**src/sv/raycast_wall_column_texturer_unit_defines.svh**
```systemverilog
// assertion helpers for the wall column texturer
`ifndef RAYCAST_WALL_COLUMN_TEXTURER_UNIT_DEFINES_SVH
`define RAYCAST_WALL_COLUMN_TEXTURER_UNIT_DEFINES_SVH

// same-cycle implication
`define RWCT_ASSERT_IMP(lbl, clk, rst_n, pre, post) \
  lbl: assert property (@(posedge clk) disable iff (!rst_n) (pre) |-> (post)) \
    else $error("rwct assertion failed");

// next-cycle implication
`define RWCT_ASSERT_NXT(lbl, clk, rst_n, pre, post) \
  lbl: assert property (@(posedge clk) disable iff (!rst_n) (pre) |=> (post)) \
    else $error("rwct assertion failed");

`endif

```
**src/sv/rwct_pkg.sv**
```systemverilog
package rwct_pkg;

  localparam int unsigned SCREEN_ROWS = 512;
  localparam int unsigned TILE_UNITS  = 64;
  localparam int unsigned ANGLE_BITS  = 12;
  localparam int unsigned TURN_SHIFT  = 16 - ANGLE_BITS;
  localparam int unsigned COORD_SHIFT = $clog2(256 * TILE_UNITS);

  // numerator of the height division shifted down by the quotient width
  localparam logic [52:0] DIV_INIT =
    53'(longint'(TILE_UNITS * SCREEN_ROWS) << (36 - 25));
  localparam logic [24:0] HEIGHT_SAT = 25'h1FFFFFF;

  localparam logic [1:0] KIND_HEADER = 2'd0;
  localparam logic [1:0] KIND_PIXEL  = 2'd1;
  localparam logic [1:0] KIND_EMPTY  = 2'd2;

  localparam logic [1:0] TEX_NORTH = 2'd0;
  localparam logic [1:0] TEX_SOUTH = 2'd1;
  localparam logic [1:0] TEX_EAST  = 2'd2;
  localparam logic [1:0] TEX_WEST  = 2'd3;

  typedef struct packed {
    logic       load_col;
    logic       sin_step;
    logic       mul_step;
    logic [1:0] step_sel;
    logic       div_init;
    logic       div_step;
    logic       mod_step;
    logic       fin;
    logic       pmul;
    logic       pdiv_step;
    logic       out_write;
    logic [1:0] out_kind;
  } dp_cmd_t;

  typedef struct packed {
    logic pix_avail;
    logic out_free;
  } dp_stat_t;

  // texture size register clamped to 1..256
  function automatic logic [8:0] dim(input logic [8:0] v);
    logic [8:0] r;
    if (v == 9'd0) r = 9'd1;
    else if (v > 9'd256) r = 9'd256;
    else r = v;
    return r;
  endfunction

  // quarter-wave sine, Q1.14
  function automatic logic [14:0] sine_rom(input logic [6:0] k);
    logic [14:0] r;
    case (k)
      7'd0: r = 15'd0;         7'd1: r = 15'd402;     7'd2: r = 15'd804;
      7'd3: r = 15'd1205;      7'd4: r = 15'd1606;    7'd5: r = 15'd2006;
      7'd6: r = 15'd2404;      7'd7: r = 15'd2801;    7'd8: r = 15'd3196;
      7'd9: r = 15'd3590;      7'd10: r = 15'd3981;   7'd11: r = 15'd4370;
      7'd12: r = 15'd4756;     7'd13: r = 15'd5139;   7'd14: r = 15'd5520;
      7'd15: r = 15'd5897;     7'd16: r = 15'd6270;   7'd17: r = 15'd6639;
      7'd18: r = 15'd7005;     7'd19: r = 15'd7366;   7'd20: r = 15'd7723;
      7'd21: r = 15'd8076;     7'd22: r = 15'd8423;   7'd23: r = 15'd8765;
      7'd24: r = 15'd9102;     7'd25: r = 15'd9434;   7'd26: r = 15'd9760;
      7'd27: r = 15'd10080;    7'd28: r = 15'd10394;  7'd29: r = 15'd10702;
      7'd30: r = 15'd11003;    7'd31: r = 15'd11297;  7'd32: r = 15'd11585;
      7'd33: r = 15'd11866;    7'd34: r = 15'd12140;  7'd35: r = 15'd12406;
      7'd36: r = 15'd12665;    7'd37: r = 15'd12916;  7'd38: r = 15'd13160;
      7'd39: r = 15'd13395;    7'd40: r = 15'd13623;  7'd41: r = 15'd13842;
      7'd42: r = 15'd14053;    7'd43: r = 15'd14256;  7'd44: r = 15'd14449;
      7'd45: r = 15'd14635;    7'd46: r = 15'd14811;  7'd47: r = 15'd14978;
      7'd48: r = 15'd15137;    7'd49: r = 15'd15286;  7'd50: r = 15'd15426;
      7'd51: r = 15'd15557;    7'd52: r = 15'd15679;  7'd53: r = 15'd15791;
      7'd54: r = 15'd15893;    7'd55: r = 15'd15986;  7'd56: r = 15'd16069;
      7'd57: r = 15'd16143;    7'd58: r = 15'd16207;  7'd59: r = 15'd16261;
      7'd60: r = 15'd16305;    7'd61: r = 15'd16340;  7'd62: r = 15'd16364;
      7'd63: r = 15'd16379;
      default: r = 15'd16384;
    endcase
    return r;
  endfunction

endpackage

```
**src/sv/rwct_ctrl.sv**
```systemverilog
module rwct_ctrl (
  input  logic               clk_i,
  input  logic               rst_ni,
  input  logic               in_valid_i,
  input  logic               req_type_i,
  output logic               in_ready_o,
  input  rwct_pkg::dp_stat_t stat_i,
  output rwct_pkg::dp_cmd_t  cmd_o
);

  localparam logic [3:0] ST_IDLE  = 4'd0;
  localparam logic [3:0] ST_SIN   = 4'd1;
  localparam logic [3:0] ST_MUL   = 4'd2;
  localparam logic [3:0] ST_DINIT = 4'd3;
  localparam logic [3:0] ST_DIV   = 4'd4;
  localparam logic [3:0] ST_FIN   = 4'd5;
  localparam logic [3:0] ST_PMUL  = 4'd6;
  localparam logic [3:0] ST_PDIV  = 4'd7;
  localparam logic [3:0] ST_OUT   = 4'd8;

  logic [3:0] state_q, state_d;
  logic [4:0] cnt_q, cnt_d;
  logic [1:0] kind_q, kind_d;
  logic       accept;

  assign in_ready_o = (state_q == ST_IDLE);
  assign accept     = in_valid_i & in_ready_o;

  always_comb begin
    state_d = state_q;
    cnt_d   = cnt_q;
    kind_d  = kind_q;
    cmd_o   = '0;
    cmd_o.step_sel = cnt_q[1:0];
    cmd_o.out_kind = kind_q;
    case (state_q)
      ST_IDLE: begin
        if (accept) begin
          cnt_d = 5'd0;
          if (!req_type_i) begin
            cmd_o.load_col = 1'b1;
            state_d = ST_SIN;
          end else if (stat_i.pix_avail) begin
            state_d = ST_PMUL;
          end else begin
            kind_d  = rwct_pkg::KIND_EMPTY;
            state_d = ST_OUT;
          end
        end
      end
      ST_SIN: begin
        cmd_o.sin_step = 1'b1;
        cnt_d = cnt_q + 5'd1;
        if (cnt_q == 5'd2) begin
          cnt_d   = 5'd0;
          state_d = ST_MUL;
        end
      end
      ST_MUL: begin
        cmd_o.mul_step = 1'b1;
        cnt_d = cnt_q + 5'd1;
        if (cnt_q == 5'd2) state_d = ST_DINIT;
      end
      ST_DINIT: begin
        cmd_o.div_init = 1'b1;
        cnt_d   = 5'd24;
        state_d = ST_DIV;
      end
      ST_DIV: begin
        cmd_o.div_step = 1'b1;
        // texture column remainder needs 15 steps
        cmd_o.mod_step = (cnt_q >= 5'd10);
        cnt_d = cnt_q - 5'd1;
        if (cnt_q == 5'd0) state_d = ST_FIN;
      end
      ST_FIN: begin
        cmd_o.fin = 1'b1;
        kind_d  = rwct_pkg::KIND_HEADER;
        state_d = ST_OUT;
      end
      ST_PMUL: begin
        cmd_o.pmul = 1'b1;
        cnt_d   = 5'd7;
        state_d = ST_PDIV;
      end
      ST_PDIV: begin
        cmd_o.pdiv_step = 1'b1;
        cnt_d = cnt_q - 5'd1;
        if (cnt_q == 5'd0) begin
          kind_d  = rwct_pkg::KIND_PIXEL;
          state_d = ST_OUT;
        end
      end
      ST_OUT: begin
        if (stat_i.out_free) begin
          cmd_o.out_write = 1'b1;
          state_d = ST_IDLE;
        end
      end
      default: state_d = ST_IDLE;
    endcase
  end

  always_ff @(posedge clk_i or negedge rst_ni) begin
    if (!rst_ni) begin
      state_q <= ST_IDLE;
      cnt_q   <= 5'd0;
      kind_q  <= rwct_pkg::KIND_HEADER;
    end else begin
      state_q <= state_d;
      cnt_q   <= cnt_d;
      kind_q  <= kind_d;
    end
  end

endmodule

```
**config.mk**
```make
export PLATFORM = sky130hd
export DESIGN_NAME = rwct_ctrl
export DESIGN_NICKNAME = d
export VERILOG_FILES = /design/src/sv/raycast_wall_column_texturer_unit_defines.svh /design/src/sv/rwct_pkg.sv /design/src/sv/rwct_ctrl.sv
export SDC_FILE = /design/constraint.sdc
export NUM_CORES = 1
export LEC_CHECK = 0
export ABC_CLOCK_PERIOD_IN_PS = 1960
export BUFFER_PORTS_ARGS = -buffer_cell sky130_fd_sc_hd__buf_2
export CAP_MARGIN = 20
export CORE_UTILIZATION = 45
export CTS_CLUSTER_SIZE = 8
export DETAILED_ROUTE_END_ITERATION = 6
export GPL_ROUTABILITY_DRIVEN = 0
export HOLD_SLACK_MARGIN = 0.06
export PLACE_DENSITY = 0.68
export SLEW_MARGIN = 10
export SYNTH_ARGS = -nofsm -noshare
export SYNTH_HDL_FRONTEND = slang
export SYNTH_SLANG_ARGS = --single-unit
```
**constraint.sdc**
```tcl
create_clock -name clk_i -period 1.96 [get_ports clk_i]
set_clock_uncertainty 0.2 [all_clocks]
set_input_delay 0.392 -clock clk_i [delete_from_list [all_inputs] [get_ports clk_i]]
set_output_delay 0.392 -clock clk_i [all_outputs]
set_load 0.05 [all_outputs]
```
---- Yosys cells after proc, flatten, opt, wreduce, memory -nomap -nowiden ----
Index checks and enable logic that the tools add are counted.
storage, ports and cells
  logic and storage cells ................. 61
  register bits ........................... 11
  input port bits ......................... 6
  output and inout bits ................... 15
operators by class
  magnitude comparators ................... 1
  muxes and demuxes ....................... 29
  add/sub/neg operators ................... 2
  bitwise operators ....................... 1
  reduce and logical (&&, ||, !) cells .... 8
  equality and inequality tests ........... 17
operator list
  kind                                                                                 count
  4-bit one-hot mux with 9 select lines                                                1
  4-bit 2-to-1 mux                                                                     8
  5-bit one-hot mux with 6 select lines                                                1
  4-bit by 3-bit == test with 1-bit output, second input constant                      4
  2-bit != test, second input constant                                                 7
  1-bit 2-to-1 mux                                                                     11
  2-bit 2-to-1 mux                                                                     5
  5-bit 2-to-1 mux                                                                     2
  4-bit by 2-bit == test with 1-bit output, second input constant                      2
  2-bit one-hot mux with 3 select lines                                                1
  6-bit AND reduction                                                                  1
  6-bit nonzero test                                                                   1
  5-bit by 1-bit adder with 5-bit output, second input constant                        1
  5-bit by 2-bit == test with 1-bit output, second input constant                      1
  5-bit by 4-bit greater-or-equal comparator with 1-bit output, second input constant  1
  5-bit logical NOT                                                                    1
  5-bit AND reduction                                                                  1
  5-bit by 1-bit subtractor with 5-bit output, second input constant                   1
  4-bit by 1-bit == test with 1-bit output, second input constant                      1
  4-bit == test, second input constant                                                 1
  4-bit logical NOT                                                                    1
  3-bit nonzero test                                                                   1
  2-bit by 1-bit != test with 1-bit output, second input constant                      1
  2-bit AND reduction                                                                  1
  2 further kinds                                                                      2

---- Longest topological paths before layout ----
  depth in word-level cells ............... 4
  mapped depth ............................ 6
  depth with buffers taken out ............ 6

---- Least setup slack after synthesis ----
No wires, ideal clock.
  kind .................................... register to output
  start point ............................. register state_q[0]
  end point ............................... output cmd_o[6] in the netlist's numbering
  data required time ...................... 1.368 ns
  path buffers ............................ 2
  cell stages (with the launch flop) ...... 5
  arrival time ............................ 2.432 ns
  path slack .............................. -1.064 ns
  cells stage by stage .................... dfrtp_1 -> buf_2 -> clkbuf_1 -> nor3_1 -> o21a_1
RTL lines
  what                      RTL line          RTL
  start: declaration        rwct_ctrl.sv:21   logic [3:0] state_q, state_d;
  start signal: assignment  rwct_ctrl.sv:110  state_q <= state_d;
  end: declaration          rwct_ctrl.sv:8    output rwct_pkg::dp_cmd_t cmd_o

==> metrics <==
status=complete, but fails checks; violations in the final reports=negative setup slack; maximum clock frequency=about 470 MHz; maximum fanout encountered on the critical timing path=4; data arrival at the endpoint of the critical path=1540 ps; area fraction of the dominant cell type after synthesis=between 20 and 30%; Mapped Avg Cell Area=8.392 µm²; initial drt markers=32; number of warnings printed during yosys synthesis=0; type of the tightest min-delay check=in2async; worst-case register-to-register setup slack=-30 ps; worst max-slew margin expressed relative to the limit=a little over two thirds; critical path startpoint=cnt_q[1]$_DFFE_PN0P_; Worst Path Class, Setup=reg2out; worst-case reg-to-reg path depth=8; Routed Antenna Nets=0; end of the critical path=cmd_o[6]; Site Rows=16; count of clock tree sinks=11; # port buffers=20; EDFF count, synth=0; reg-to-reg critical path startpoint=cnt_q[0]$_DFFE_PN0P_; unrepaired setup endpoints after global routing=yes; least setup slack across all paths after layout=-168.7 ps; final design instance area without fill=0.001607 mm²; Syn Std Cell Area=973.4 µm²; hold violation count in the final report=0; placed wire-length estimate=1.858 mm; power density of the placed cells=between 1500 and 2000 mW/mm²; vertical extent of the die=roughly 49 µm; worst-case clock buffer depth=2; Die Width=48.51 µm; maximum cell stage delay along the critical path=roughly 460 ps; register clock-pin slew on the reported worst setup and hold paths=90 ps; number of buffers and inverters on the critical path=2; cells taking the most area after synthesis=dfrtp_1 28%, ha_1 5.1%, nor2_1 4.6%, nor3_1 4.1%, a21oi_1 3.6%; proportion of layout cells with a drive suffix above 1=~56%; via count of the first global-routing pass=around 990; area added between synthesis and finish=65.04%; max-slew violation count=0; Post-DP Area=0.001217 mm²; TritonCTS clock tree=done; post-detailed-route via-to-cell ratio=~5.9; cts bufs inserted=3; initial core utilization=48.63%; number of vias after detailed routing=1136; Period Utilization, post-route=108.6%; number of instances in the synthesized netlist=between 100 and 150; final core occ=around four fifths; Placed Cells=approximately 170; Global Route Usage Sum=24.13%; Seq/Total Area, Yosys=between 20% and 30%; Power Total=approximately 3.1 mW; Reg-to-Reg End=cnt_q[2]$_DFFE_PN0P_; Max H-tree Level=1; Remaining Overflow, GRT=0; Worst Setup Slack post-DPL=around 15 ps; kind of start point of the critical path=flip-flop; TNS Setup=-321.6 ps; leading area contributor after synthesis=dfrtp_1; crit path capture type=output port; largest net degree at the start of global routing=12; detailed-route DRC error count=0; Leak=roughly 0.74 nW; area of the core=around 0.0020 mm²; Min Clock Period, post-route=about 2100 ps; critical path's slowest cell=dfrtp_2; family of cells with the greatest summed delay on the critical path=compound AO/OA/AOI/OAI gates; synthesized netlist net count=between 100 and 150; transition at the pin with the smallest max-transition slack=between 400 and 500 ps; leading register cell type out of synthesis=dfrtp_1; die area=approximately 0.0024 mm²; final setup violation count=5; post-layout net count=about 180; number of violations of the max-capacitance limit=0; Antenna diodes=0; Unique masters post-synth=43; top-level port count=21; Final Non-Filler Cells=between 150 and 200; tightest hold margin=between 300 and 400 ps; FFs w/ async S/R, synth=100.0%; Max rail drop VDD=about 1.4 mV; library cell used as clock root buffer=clkbuf_4; flop and latch count out of synthesis=11; chain of cells forming the critical path=buf_6 -> o31a_2 -> o21a_2 -> buf_8; worst-skew pair later-pin latency=280 ps; Routed Wire Length=~3.1 mm; WP depth=4; routed wire length per instance=15.95 µm; first drt pass iteration count=4; number of antenna violations at the first check in global routing=0; required time at the worst-slack endpoint=around 1400 ps; first-pass GRT wire length=between 4 and 5 mm
[logic make-up after synthesis]
family | share of synthesized area [%]
DFF | 28.28
adders and majority gates | 5.142
xor gates and xnor gates | 3.599
buffers and inverters | 8.611
muxes | 1.157
AOI/OAI and AO/OA | 24.42
and+or+nand+nor | 28.79
[placed cells by master, fill, tap and decap left out, drive strengths merged, types with 2 or more instances in the layout]
cell type | synthesis | layout
buf | 8 | 56
nor2 | 12 | 12
dfrtp | 11 | 11
a21oi | 8 | 8
nor3 | 8 | 8
nand2b | 6 | 6
nand3 | 5 | 5
inv | 5 | 5
xor2 | 4 | 4
clkbuf | 3 | 4
o21ai | 4 | 4
ha | 4 | 4
nand2 | 3 | 3
a31oi | 3 | 3
nand4 | 3 | 3
a211oi | 3 | 3
nor4b | 2 | 2
a32o | 2 | 2
a32oi | 2 | 2
o21a | 2 | 2
and3 | 2 | 2
and3b | 2 | 2
or3 | 2 | 2
a211o | 2 | 2
[registers in the layout, summed over array words and instances (netlist names)]
name	cells
kind_q	2
state_q	4
cnt_q	5
[repair_timing]
item / CTS / global route
endpoints found under the hold margin: 11 / 0
resized for setup: 34 / 27
setup buffers: 7 / 11
pin swaps: 5 / 9
hold buffers: 1 / 0
endpoints found under the setup margin: 11 / 14
[worst min-delay path by stage]
stage            from               endpoint  slack [ps]
2_1_floorplan  rst_ni   cnt_q[0]$_DFFE_PN0P_        -100
3_3_place_gp   rst_ni  kind_q[1]$_DFFE_PN0P_          80
3_5_place_dp   rst_ni  kind_q[1]$_DFFE_PN0P_          90
4_1_cts        rst_ni  kind_q[1]$_DFFE_PN0P_         320
5_1_grt        rst_ni  kind_q[1]$_DFFE_PN0P_         340
6_report       rst_ni  kind_q[1]$_DFFE_PN0P_         320
[power breakdown]
group | internal, mW | switching, mW | total (mW)
clock network | 0.0788 | 0.0856 | 0.164
registers | 0.330 | 0.199 | 0.529
logic | 1.11 | 1.28 | 2.39
[metal layers]
layer  vias to the layer above  wire length (µm)  global-route usage (%)
li1                        532                 -                       -
met5                         -                 0                       0
met1                       554              1398                   33.27
met3                         3               128                   1.887
met2                        47              1538                   40.38
met4                         0                13                   7.353
[cells in the mapped netlist, drive strengths merged (3+ instances only)]
cell type	number
ha	4
nand2	3
nand2b	6
o21ai	4
a211oi	3
nand3	5
nor3	8
a31oi	3
xor2	4
nand4	3
nor2	12
buf	8
a21oi	8
inv	5
clkbuf	3
dfrtp	11
[area by class of cell]
type | count | area (µm²)
multi-input combinational | 89 | 763.2
timing repair buffer | 57 | 483.0
fill | 112 | 395.4
sequential | 11 | 281.5
tap | 27 | 33.78
clock buffer | 4 | 26.28
inverter | 5 | 18.77
Power figures use the tool's default switching activity.
